==> config.mk <==
export PLATFORM = sky130hd
export DESIGN_NAME = min_max_column_normalizer_flat
export DESIGN_NICKNAME = d
export VERILOG_FILES = /design/src/hw/rtl/mmcn_pkg.sv /design/src/hw/rtl/mmcn_in_if.sv /design/src/hw/rtl/mmcn_out_if.sv /design/src/hw/rtl/mmcn_ram.sv /design/src/hw/rtl/mmcn_div.sv /design/src/hw/rtl/min_max_column_normalizer.sv /design/src/flat_wrapper.sv
export SDC_FILE = /design/constraint.sdc
export NUM_CORES = 2
export LEC_CHECK = 0
export BUFFER_PORTS_ARGS = -buffer_cell sky130_fd_sc_hd__buf_2
export CORE_MARGIN = 2
export CORE_UTILIZATION = 35
export CTS_BUF_LIST = sky130_fd_sc_hd__clkbuf_16
export DETAILED_ROUTE_END_ITERATION = 10
export GPL_TIMING_DRIVEN = 0
export PLACE_DENSITY = 0.58
export RECOVER_POWER = 100
export SYNTH_ARGS = -nofsm -noshare
export SYNTH_HDL_FRONTEND = slang
export SYNTH_SLANG_ARGS = --single-unit
==> constraint.sdc <==
create_clock -name clk -period 16.8 [get_ports clk]
set_input_delay 3.36 -clock clk [delete_from_list [all_inputs] [get_ports clk]]
set_output_delay 3.36 -clock clk [all_outputs]
set_load 0.01 [all_outputs]
==> src/hw/rtl/mmcn_pkg.sv <==
// Package for the min-max column normaliser: opcodes, fixed-point constants,
// state encoding and the control/status types shared with the serial divider.
// No dependencies.
package mmcn_pkg;

    // operation codes
    localparam logic [1:0] OP_CLEAR     = 2'd0;
    localparam logic [1:0] OP_OBSERVE   = 2'd1;
    localparam logic [1:0] OP_NORMALIZE = 2'd2;

    // fixed-point constants
    localparam logic signed [31:0] MIN_RESET = 32'sh7FFF_FFFF;
    localparam logic signed [31:0] MAX_RESET = 32'sh8000_0000;
    localparam logic [16:0]        Q_ONE     = 17'h1_0000;

    // quotient bits below the binary point, one per divider step
    localparam int DIV_STEPS = 16;
    localparam int CNT_W     = $clog2(DIV_STEPS);

    typedef enum logic [2:0] {
        ST_IDLE,
        ST_READ,
        ST_CMP,
        ST_SAT,
        ST_DIV,
        ST_DONE
    } state_t;

    typedef struct packed {
        logic start;
    } div_ctrl_t;

    typedef struct packed {
        logic busy;
        logic done;
    } div_stat_t;

endpackage

==> src/hw/rtl/mmcn_in_if.sv <==
// Input channel of the normaliser: valid/ready handshake and item fields.
// Depends on nothing.
interface mmcn_in_if;
    logic               valid;
    logic               ready;
    logic [1:0]         operation;
    logic [3:0]         column;
    logic signed [31:0] sample;

    modport source (output valid, output operation, output column, output sample,
                    input ready);
    modport sink   (input valid, input operation, input column, input sample,
                    output ready);
endinterface

==> src/hw/rtl/mmcn_out_if.sv <==
// Result channel of the normaliser: valid/ready handshake and result fields.
// Depends on nothing.
interface mmcn_out_if;
    logic        valid;
    logic        ready;
    logic [16:0] scaled;
    logic        clamped;

    modport source (output valid, output scaled, output clamped, input ready);
    modport sink   (input valid, input scaled, input clamped, output ready);
endinterface

==> src/hw/rtl/mmcn_ram.sv <==
// Generic single-write, single-read RAM with registered read data.
// Depends on nothing.
module mmcn_ram #(
    parameter int WIDTH = 64,
    parameter int DEPTH = 16
) (
    input  logic                                    clk,
    input  logic                                    we,
    input  logic [(DEPTH > 1 ? $clog2(DEPTH) : 1)-1:0] waddr,
    input  logic [WIDTH-1:0]                        wdata,
    input  logic                                    re,
    input  logic [(DEPTH > 1 ? $clog2(DEPTH) : 1)-1:0] raddr,
    output logic [WIDTH-1:0]                        rdata
);

    logic [WIDTH-1:0] mem [DEPTH];

    // write port
    always_ff @(posedge clk)
    begin
        if (we)
        begin
            mem[waddr] <= wdata;
        end
    end

    // registered read port
    always_ff @(posedge clk)
    begin
        if (re)
        begin
            rdata <= mem[raddr];
        end
    end

endmodule

==> src/hw/rtl/mmcn_div.sv <==
// Restoring radix-2 divider: one quotient bit per cycle, remainder and
// quotient held in shift registers. Uses mmcn_pkg.
module mmcn_div
    import mmcn_pkg::*;
(
    input  logic            clk,
    input  logic            rst_n,
    input  div_ctrl_t       ctrl,
    input  logic [32:0]     num,
    input  logic [32:0]     den,
    output div_stat_t       stat,
    output logic [DIV_STEPS-1:0] quo
);

    logic                 busy_reg, busy_next;
    logic                 done_reg, done_next;
    logic [CNT_W-1:0]     cnt_reg, cnt_next;
    logic [32:0]          rem_reg, rem_next;
    logic [32:0]          den_reg, den_next;
    logic [DIV_STEPS-1:0] q_reg, q_next;
    logic [34:0]          trial;

    // trial subtraction of the doubled remainder
    assign trial = {1'b0, rem_reg, 1'b0} - {2'b00, den_reg};

    // step the divider
    always_comb
    begin
        busy_next = busy_reg;
        done_next = 1'b0;
        cnt_next  = cnt_reg;
        rem_next  = rem_reg;
        den_next  = den_reg;
        q_next    = q_reg;
        if (ctrl.start)
        begin
            busy_next = 1'b1;
            cnt_next  = CNT_W'(DIV_STEPS - 1);
            rem_next  = num;
            den_next  = den;
            q_next    = '0;
        end
        else if (busy_reg)
        begin
            if (!trial[34])
            begin
                rem_next = trial[32:0];
            end
            else
            begin
                rem_next = {rem_reg[31:0], 1'b0};
            end
            q_next = {q_reg[DIV_STEPS-2:0], ~trial[34]};
            cnt_next = cnt_reg - 1'b1;
            if (cnt_reg == '0)
            begin
                busy_next = 1'b0;
                done_next = 1'b1;
            end
        end
    end

    always_ff @(posedge clk or negedge rst_n)
    begin
        if (!rst_n)
        begin
            busy_reg <= 1'b0;
            done_reg <= 1'b0;
            cnt_reg  <= '0;
        end
        else
        begin
            busy_reg <= busy_next;
            done_reg <= done_next;
            cnt_reg  <= cnt_next;
        end
    end

    // datapath shift registers
    always_ff @(posedge clk)
    begin
        rem_reg <= rem_next;
        den_reg <= den_next;
        q_reg   <= q_next;
    end

    assign stat.busy = busy_reg;
    assign stat.done = done_reg;
    assign quo       = q_reg;

endmodule

==> src/hw/rtl/min_max_column_normalizer.sv <==
// Min-max column normaliser. Clear acts on acceptance; observe reads, compares
// and writes back. Normalize reads and compares, then runs the 16-step serial
// divider or saturates (below the range at once, above via ST_SAT); no new item
// is taken until the word is done. A finished word waits in the output register
// while the next item is taken. Reset (async, active low) marks columns unobserved.
// Uses mmcn_pkg, mmcn_in_if, mmcn_out_if, mmcn_ram and mmcn_div.
module min_max_column_normalizer
    import mmcn_pkg::*;
#(
    parameter int MAX_COLUMNS = 16
) (
    input  logic        clk,
    input  logic        rst_n,
    mmcn_in_if.sink     items,
    mmcn_out_if.source  results
);

    localparam int AW = (MAX_COLUMNS > 1) ? $clog2(MAX_COLUMNS) : 1;

    state_t state_reg, state_next;

    logic [MAX_COLUMNS-1:0] valid_reg, valid_next;
    logic [1:0]             op_reg;
    logic [AW-1:0]          col_reg;
    logic signed [31:0]     sample_reg;
    logic [32:0]            num_reg, num_next;
    logic [32:0]            den_reg, den_next;
    logic [16:0]            res_reg, res_next;
    logic                   flag_reg, flag_next;
    logic                   out_valid_reg, out_valid_next;
    logic [16:0]            out_scaled_reg;
    logic                   out_clamped_reg;

    logic                   accept;
    logic                   in_range;
    logic [AW-1:0]          in_addr;
    logic [63:0]            rdata;
    logic                   wr_en;
    logic [63:0]            wdata;
    logic signed [31:0]     cur_min, cur_max, new_min, new_max;
    logic [32:0]            den_eff;
    logic                   out_load;
    div_ctrl_t              div_ctrl;
    div_stat_t              div_stat;
    logic [DIV_STEPS-1:0]   quo;

    assign items.ready = (state_reg == ST_IDLE);
    assign accept      = items.valid && items.ready;
    assign in_addr     = AW'(items.column);
    assign in_range    = (32'(items.column) < 32'(MAX_COLUMNS));

    // statistics store: max in the upper half, min in the lower half
    mmcn_ram #(
        .WIDTH (64),
        .DEPTH (MAX_COLUMNS)
    ) u_stats (
        .clk   (clk),
        .we    (wr_en),
        .waddr (col_reg),
        .wdata (wdata),
        .re    (accept),
        .raddr (in_addr),
        .rdata (rdata)
    );

    mmcn_div u_div (
        .clk   (clk),
        .rst_n (rst_n),
        .ctrl  (div_ctrl),
        .num   (num_reg),
        .den   (den_eff),
        .stat  (div_stat),
        .quo   (quo)
    );

    // unobserved column reads as the reset extremes
    assign cur_min = valid_reg[col_reg] ? $signed(rdata[31:0])  : MIN_RESET;
    assign cur_max = valid_reg[col_reg] ? $signed(rdata[63:32]) : MAX_RESET;
    assign new_min = (sample_reg < cur_min) ? sample_reg : cur_min;
    assign new_max = (sample_reg > cur_max) ? sample_reg : cur_max;
    assign wdata   = {new_max, new_min};

    // floor the range at one LSB
    assign den_eff = (den_reg[32] || den_reg == '0) ? 33'd1 : den_reg;

    assign out_load = (state_reg == ST_DONE) && (!out_valid_reg || results.ready);

    // next state
    always_comb
    begin
        state_next = state_reg;
        unique case (state_reg)
            ST_IDLE:
            begin
                if (accept && in_range &&
                    (items.operation == OP_OBSERVE || items.operation == OP_NORMALIZE))
                begin
                    state_next = ST_READ;
                end
            end
            ST_READ:
            begin
                state_next = (op_reg == OP_NORMALIZE) ? ST_CMP : ST_IDLE;
            end
            ST_CMP:
            begin
                if (num_reg[32] || num_reg == den_eff)
                begin
                    state_next = ST_DONE;
                end
                else if (num_reg > den_eff)
                begin
                    state_next = ST_SAT;
                end
                else
                begin
                    state_next = ST_DIV;
                end
            end
            ST_SAT:
            begin
                state_next = ST_DONE;
            end
            ST_DIV:
            begin
                if (div_stat.done)
                begin
                    state_next = ST_DONE;
                end
            end
            ST_DONE:
            begin
                if (out_load)
                begin
                    state_next = ST_IDLE;
                end
            end
            default:
            begin
                state_next = ST_IDLE;
            end
        endcase
    end

    // datapath and control outputs
    always_comb
    begin
        valid_next     = valid_reg;
        num_next       = num_reg;
        den_next       = den_reg;
        res_next       = res_reg;
        flag_next      = flag_reg;
        wr_en          = 1'b0;
        div_ctrl.start = 1'b0;
        unique case (state_reg)
            ST_IDLE:
            begin
                if (accept && items.operation == OP_CLEAR)
                begin
                    valid_next = '0;
                end
            end
            ST_READ:
            begin
                if (op_reg == OP_OBSERVE)
                begin
                    wr_en               = 1'b1;
                    valid_next[col_reg] = 1'b1;
                end
                num_next = {sample_reg[31], sample_reg} - {cur_min[31], cur_min};
                den_next = {cur_max[31], cur_max} - {cur_min[31], cur_min};
            end
            ST_CMP:
            begin
                if (num_reg[32])
                begin
                    res_next  = '0;
                    flag_next = 1'b1;
                end
                else if (num_reg > den_eff)
                begin
                    // keep the excess over the range for the saturation test
                    num_next = num_reg - den_eff;
                end
                else if (num_reg == den_eff)
                begin
                    res_next  = Q_ONE;
                    flag_next = 1'b0;
                end
                else
                begin
                    div_ctrl.start = 1'b1;
                end
            end
            ST_SAT:
            begin
                // flag only when the quotient passes 1.0: excess * 2^16 >= range
                res_next  = Q_ONE;
                flag_next = (|num_reg[32:16]) || ({1'b0, num_reg[15:0], 16'h0} >= den_eff);
            end
            ST_DIV:
            begin
                if (div_stat.done)
                begin
                    res_next  = {1'b0, quo};
                    flag_next = 1'b0;
                end
            end
            ST_DONE:
            begin
            end
            default:
            begin
            end
        endcase
    end

    // output register: load from a finished item, drop once taken
    always_comb
    begin
        out_valid_next = out_valid_reg;
        if (out_load)
        begin
            out_valid_next = 1'b1;
        end
        else if (results.ready)
        begin
            out_valid_next = 1'b0;
        end
    end

    always_ff @(posedge clk or negedge rst_n)
    begin
        if (!rst_n)
        begin
            state_reg     <= ST_IDLE;
            valid_reg     <= '0;
            out_valid_reg <= 1'b0;
        end
        else
        begin
            state_reg     <= state_next;
            valid_reg     <= valid_next;
            out_valid_reg <= out_valid_next;
        end
    end

    // payload registers
    always_ff @(posedge clk)
    begin
        if (accept)
        begin
            op_reg     <= items.operation;
            col_reg    <= in_addr;
            sample_reg <= items.sample;
        end
        num_reg  <= num_next;
        den_reg  <= den_next;
        res_reg  <= res_next;
        flag_reg <= flag_next;
        if (out_load)
        begin
            out_scaled_reg  <= res_reg;
            out_clamped_reg <= flag_reg;
        end
    end

    assign results.valid   = out_valid_reg;
    assign results.scaled  = out_scaled_reg;
    assign results.clamped = out_clamped_reg;

endmodule

==> src/flat_wrapper.sv <==
// flat-port wrapper written by rule: the top's interface ports become plain ports
module min_max_column_normalizer_flat import mmcn_pkg::*;
#(
    parameter int MAX_COLUMNS = 16
)
  (clk, rst_n, items_valid, items_operation, items_column, items_sample, items_ready, results_valid, results_scaled, results_clamped, results_ready);
  mmcn_in_if items_i ();
  mmcn_out_if results_i ();
  input  logic clk;
  input  logic rst_n;
  input wire logic [$bits(items_i.valid)-1:0] items_valid;
  input wire logic [$bits(items_i.operation)-1:0] items_operation;
  input wire logic [$bits(items_i.column)-1:0] items_column;
  input wire logic [$bits(items_i.sample)-1:0] items_sample;
  output wire logic [$bits(items_i.ready)-1:0] items_ready;
  output wire logic [$bits(results_i.valid)-1:0] results_valid;
  output wire logic [$bits(results_i.scaled)-1:0] results_scaled;
  output wire logic [$bits(results_i.clamped)-1:0] results_clamped;
  input wire logic [$bits(results_i.ready)-1:0] results_ready;
  assign items_i.valid = items_valid;
  assign items_i.operation = items_operation;
  assign items_i.column = items_column;
  assign items_i.sample = items_sample;
  assign items_ready = items_i.ready;
  assign results_valid = results_i.valid;
  assign results_scaled = results_i.scaled;
  assign results_clamped = results_i.clamped;
  assign results_i.ready = results_ready;
  min_max_column_normalizer #(.MAX_COLUMNS(MAX_COLUMNS)) u_core (.clk(clk), .rst_n(rst_n), .items(items_i), .results(results_i));
endmodule
# Yosys cells after proc, flatten, opt, wreduce, memory -nomap -nowiden

Memories as Yosys holds them, arrays and structs flattened. A register that Yosys moved wholly into a read port is not among the register bits.
Index checks and enable logic that the tools add are counted.

Bits in registers: 248
Memory bits (writable): 1024
Bits of input ports: 42
Output and inout bits: 20
Word-level logic and storage cells: 130
Memories kept: 1

Add/subtract/negate cells: 5
Order comparisons: 6
Equality and inequality tests: 19
Multiplexer cells: 53
Bitwise logic cells: 2
Reductions and logical operators: 25

Memories:

| name               | words | bits a word | rd ports | clocked after memory_dff | write ports | RTL line       | text |
|---|---|---|---|---|---|---|---|
| u_core.u_stats.mem | 16    | 64          | 1        | 1                        | 1           | mmcn_ram.sv:16 | `logic [WIDTH-1:0] mem [DEPTH];` |

Operator list:

| cell                 | number |
|---|---|
| $mux W33             | 6 |
| $mux W32             | 4 |
| $mux W17             | 4 |
| $pmux W33 S2         | 1 |
| $sub A32 B32 Y33     | 2 |
| $pmux W17 S3         | 1 |
| $sub A34 B33 Y35     | 1 |
| $eq A33 B33 Y1       | 1 |
| $ge A32 B33 Y1       | 1 |
| $gt A33 B33 Y1       | 1 |
| $logic_not A33 Y1    | 1 |
| $sub A33 B33 Y33     | 1 |
| $gt A32 B32 Y1       | 1 |
| $lt A32 B32 Y1       | 1 |
| $mux W16             | 2 |
| $pmux W16 S2         | 1 |
| $mux W1              | 22 |
| $pmux W3 S6          | 1 |
| $reduce_or A17 Y1    | 1 |
| $or A16 B16 Y16      | 1 |
| $mux W3              | 5 |
| $reduce_and A3 Y1    | 3 |
| $mux W4              | 2 |
| $ne A2 B2 Y1 const B | 4 |
| 25 further kinds     | 42 |

# Longest topological paths before layout

Depth in word-level cells: 9
Depth in mapped cells: 20
Gate-level depth less buffers: 17

# Modules after synthesis

From an unflattened synthesis, not the netlist that was laid out.

Cell total of the unflattened synthesis: 3907
Area total of the unflattened synthesis: 60428.0 sq um

By module, submodules not included:

| module                    | instances | cells an instance | area each (sq um) | sequential area each (sq um) |
|---|---|---|---|---|
| mmcn_ram                  | 1         | 1647              | 40223.6           | 32671.3 |
| min_max_column_normalizer | 1         | 1687              | 14770.4           | 4704.5 |
| mmcn_div                  | 1         | 573               | 5434.0            | 2452.4 |

# Worst setup path before layout

Ideal clock, no wire load.

Kind: reg2reg
Start point: register u_core.state_reg[2]
End point: memory u_core.u_stats.mem[3][0] (enable)
Setup time: 564 ps
Arrival: 6019 ps
Data required time: 16236 ps
Path slack: 10217 ps
Cell stages (with the launch flop): 6
Buffers on the path: 1
Clock period less this slack: 6583 ps
Cell sequence: dfrtp_1 -> clkbuf_1 -> or3b_2 -> nor3b_1 -> nand3_1 -> nor3_1

Longest elaborated chain between the ends: 4

RTL lines:

| what                          | RTL line                         | text |
|---|---|---|
| from (decl)                   | min_max_column_normalizer.sv:20  | `state_t state_reg, state_next;` |
| from (signal assigned)        | min_max_column_normalizer.sv:242 | `state_reg <= state_next;` |
| $eq A3 B1 Y1                  | min_max_column_normalizer.sv:155 | `unique case (state_reg)` |
| $mux W1                       | min_max_column_normalizer.sv:155 |  |
| $mux W1                       | mmcn_ram.sv:21                   | `if (we)` |
| $mux W1 (not written as such) | mmcn_ram.sv:23                   | `mem[waddr] <= wdata;` |
| to (decl)                     | mmcn_ram.sv:16                   |  |

No other way between the ends.

# Worst setup path in the final report

Start point: input items_valid
End point: register u_core.u_stats.rdata[25], read port of u_core.u_stats.mem (enable)

Longest elaborated chain between the ends: 1

RTL lines:

| what                | RTL line                        | text |
|---|---|---|
| from (decl)         | flat_wrapper.sv:11              | `input wire logic [$bits(items_i.valid)-1:0] items_valid;` |
| $logic_and A1 B1 Y1 | min_max_column_normalizer.sv:48 | `assign accept = items.valid && items.ready;` |
| net u_core.accept   | min_max_column_normalizer.sv:34 | `logic accept;` |
| to (decl)           | mmcn_ram.sv:13                  | `output logic [WIDTH-1:0] rdata` |

The timed path passes the listed nets, and every way through them passes these cells.
A chain may end at the register's enable or synchronous reset.

==> results.json <==
{
  "wire_per_inst_um": 26.3,
  "utilization_pct": 39.8,
  "wl_um": 165000,
  "vias": 34515,
  "die-area_um2": 173000,
  "setup_violations": 0,
  "synth_cell_type_count": 86,
  "cts_htree_levels": 4,
  "period_needed_ns": 9.42,
  "grt_pass1_vias": 34001,
  "critPathRequiredTime_ns": 17.08,
  "ir_worst_vdd_mv": 0.121,
  "hp-class": "flip-flop to flip-flop",
  "tightest_slew_ns": 3.70,
  "synth_edf_count": 1294,
  "drt_iter0_markers": 3374,
  "yosys.area.top_type": "edfxtp_1",
  "cts_resized": 0,
  "row_count": 151,
  "fmax_ghz": 0.106,
  "track_usage_pct": 18.8,
  "drt.antenna.violating_nets": 0,
  "gp_congestion": 0.908,
  "grt-ovfl-total": 0,
  "path_class": "input port to flip-flop",
  "post-route-period-util_pct": 56.0,
  "end_kind": "flip-flop",
  "start_util_pct": 35.2,
  "syn-num-nets": 3839,
  "die_h_um": 416,
  "busiest_layer": "met2",
  "cts.sinks": 1336,
  "core_area_um2": 169000,
  "fin_hold_ws_ns": 0.412,
  "worstSetupStartpointType": "input port",
  "post_cts_buffers": 0,
  "cts_root_buf": "clkbuf_16",
  "grtUsageMet3_pct": 2.88,
  "nNetsFinal": 4146,
  "path_clk_slew_ns": 0.06,
  "synth_top_area_share_pct": 65.4,
  "remaining_drc_errors": 0,
  "maxSlewViolCount": 774,
  "postSynthAreaPerCell_um2": 16.5,
  "leakage_nw": 22.8,
  "synth_cells": 3612,
  "hold_viol": 0,
  "status": "finished, violations left",
  "violations": "max-capacitance violations, max-slew violations",
  "synth-seq-cells": 1336,
  "io_buffers": 61,
  "fin_setup_tns_ns": 0,
  "drv_cap": 36,
  "grt_util_met1_pct": 25.4,
  "clkLatencyLatePin_ns": 0.82,
  "synth-main-ff-cell": "edfxtp_1",
  "grt_first_pass_wirelength_um": 238000,
  "drive_above_1_share_pct": 14.5,
  "area_delta_synth_final_pct": 13.3,
  "grt_max_degree": 50,
  "async_reset_ff_share_pct": 1.95,
  "clock_path_buffers": 3,
  "synth_seq_area_share_pct": 67.0,
  "rsz0062_at_grt": "false",
  "clock_skew_ns": 0.0661,
  "largest_reg_flops": 1024,
  "cts_tree": "yes",
  "crit_path_max_fanout": 49,
  "largestRegisters": "u_core.u_stats.mem x1024, u_core.u_stats.rdata x64",
  "yosys_warnings": 0,
  "antenna_found_initial": 0,
  "cts_buffers": 143,
  "largest_register": "u_core.u_stats.mem",
  "ios": 62,
  "holdBufCountCts": 0,
  "finalPower_mw": 11.5,
  "synth_area_um2": 59400,
  "drt_first_pass_iters": 5,
  "relSlewSlack_pct": -147,
  "grtUsageMet2_pct": 30.7,
  "die_x_um": 416,
  "via_per_inst": 5.52,
  "synthTopCellsByArea": "edfxtp_1, mux4_2, ha_1, a21oi_1, nor2_1",
  "hpwl_um": 114000,
  "cp.arrival_ns": 9.70,
  "powerDensity_nw_per_um2": 170
}
==> cell usage after synthesis (14+ instances only) <==
| master | n |
|---|---|
| and2_1 | 29 |
| nor4_1 | 16 |
| xor2_1 | 41 |
| o21bai_1 | 20 |
| edfxtp_1 | 1294 |
| buf_2 | 14 |
| o21ai_0 | 103 |
| o211ai_1 | 22 |
| ha_1 | 181 |
| xnor2_1 | 59 |
| buf_1 | 33 |
| mux4_2 | 324 |
| dfxtp_1 | 16 |
| clkbuf_1 | 106 |
| o21a_1 | 29 |
| a21oi_1 | 173 |
| nand3_1 | 37 |
| a31oi_1 | 43 |
| o221ai_1 | 32 |
| nor2b_1 | 15 |
| o311ai_0 | 31 |
| nand4_1 | 30 |
| a21o_1 | 81 |
| mux2i_1 | 20 |
| nor2_1 | 218 |
| nand2_1 | 195 |
| inv_1 | 135 |
| and3_1 | 14 |
| a22oi_1 | 32 |
| nor3_1 | 27 |
| o22ai_1 | 23 |
| nand2b_1 | 27 |
| dfrtp_1 | 26 |
| a211oi_1 | 15 |
==> worst paths after layout <==
kind | startpoint | to | slack, ns | cells past startpoint
worst max-delay path | items_valid | u_core.u_stats.rdata[25] | 7.38 | 4
worst min-delay path | u_core.res_reg[9] | u_core.results.scaled[9] | 0.41 | 0
worst max register to register | u_core.col_reg[0] | u_core.u_stats.mem[1][18] | 8.52 | 20
worst min register to register | u_core.res_reg[9] | u_core.results.scaled[9] | 0.41 | 0
max in group asynchronous | rst_n | u_core.valid_reg[0] | 13.09 | 1
min in group asynchronous | rst_n | u_core.valid_reg[11] | 2.88 | 1
==> where the power goes <==
part	leakage [nW]	total [mW]	switching, mW	internal, mW
clock	2.30	3.06	1.35	1.72
sequential	12.2	4.95	0.227	4.72
combinational	8.29	3.46	2.39	1.08
total	22.8	11.5	3.96	7.52
==> cells in the final DEF, fill, tap and decap left out, types with 19 or more instances in the layout <==
cell type and instances:
o311ai_0 33, o21bai_1 20, o22ai_1 22, a22oi_1 32, nand3_1 38, xnor2_1 59, nand2b_1 27, buf_1 21
o21ai_0 105, o211ai_1 23, buf_2 31, dfrtp_1 26, a31oi_1 43, and2_1 19, clkbuf_1 267, nand2_1 196
nor3_1 27, clkbuf_16 144, mux2i_1 20, xor2_1 41, nor2_1 218, edfxtp_1 1294, inv_1 161, a21o_1 81
nand4_1 30, mux4_2 324, ha_1 181, o21a_1 29, o221ai_1 32, a21oi_1 174, clkinv_1 34
==> layout make-up <==
class,count,area (µm²)
Tap cell,2218,2780
Multi-Input combinational cell,1973,18300
Antenna cell,1,2.50
Clock buffer,144,3600
Sequential cell,1336,39800
Fill cell,15329,102000
Buffer,167,673
Timing Repair Buffer,162,649
Clock inverter,113,951
Inverter,136,510
==> kinds of logic after synthesis <==
| kind of cell | count (synthesis) | synth area share (%) |
|---|---|---|
| muxes | 347 | 12.7 |
| buffers and inverters | 303 | 2.08 |
| other | 2 | 0.0126 |
| DFF | 1336 | 67.0 |
| xor gates and xnor gates | 100 | 1.47 |
| AOI/OAI and AO/OA | 686 | 7.71 |
| adders and majority gates | 185 | 3.94 |
| and+or+nand+nor | 653 | 5.10 |
==> metrics by stage <==
| stage | cell area [µm²] | worst slack, ns | cells |
|---|---|---|---|
| after CTS | 68600 | 10.05 | 6230 |
| after detailed placement | 64000 | 9.51 | 5973 |
| after floorplan | 59400 | 10.22 | 3612 |
| after global placement | 62500 | 3.23 | 5891 |
| after global routing | 67300 | 7.18 | 6249 |
| final | 67300 | 7.38 | 6250 |
==> critical path, cell delays in order <==
cell	delay, ns
clkbuf_1	0.21
and2_0	0.62
clkbuf_1	2.64
clkbuf_1	2.71
==> metal layers <==
metal  vias up  wire length, µm
li1      15133                -
met1     17738            69200
met2      1354            78800
met3       290            10400
met4         0             6310
met5         -                0
No activity file was read; power rests on OpenSTA's default activity.
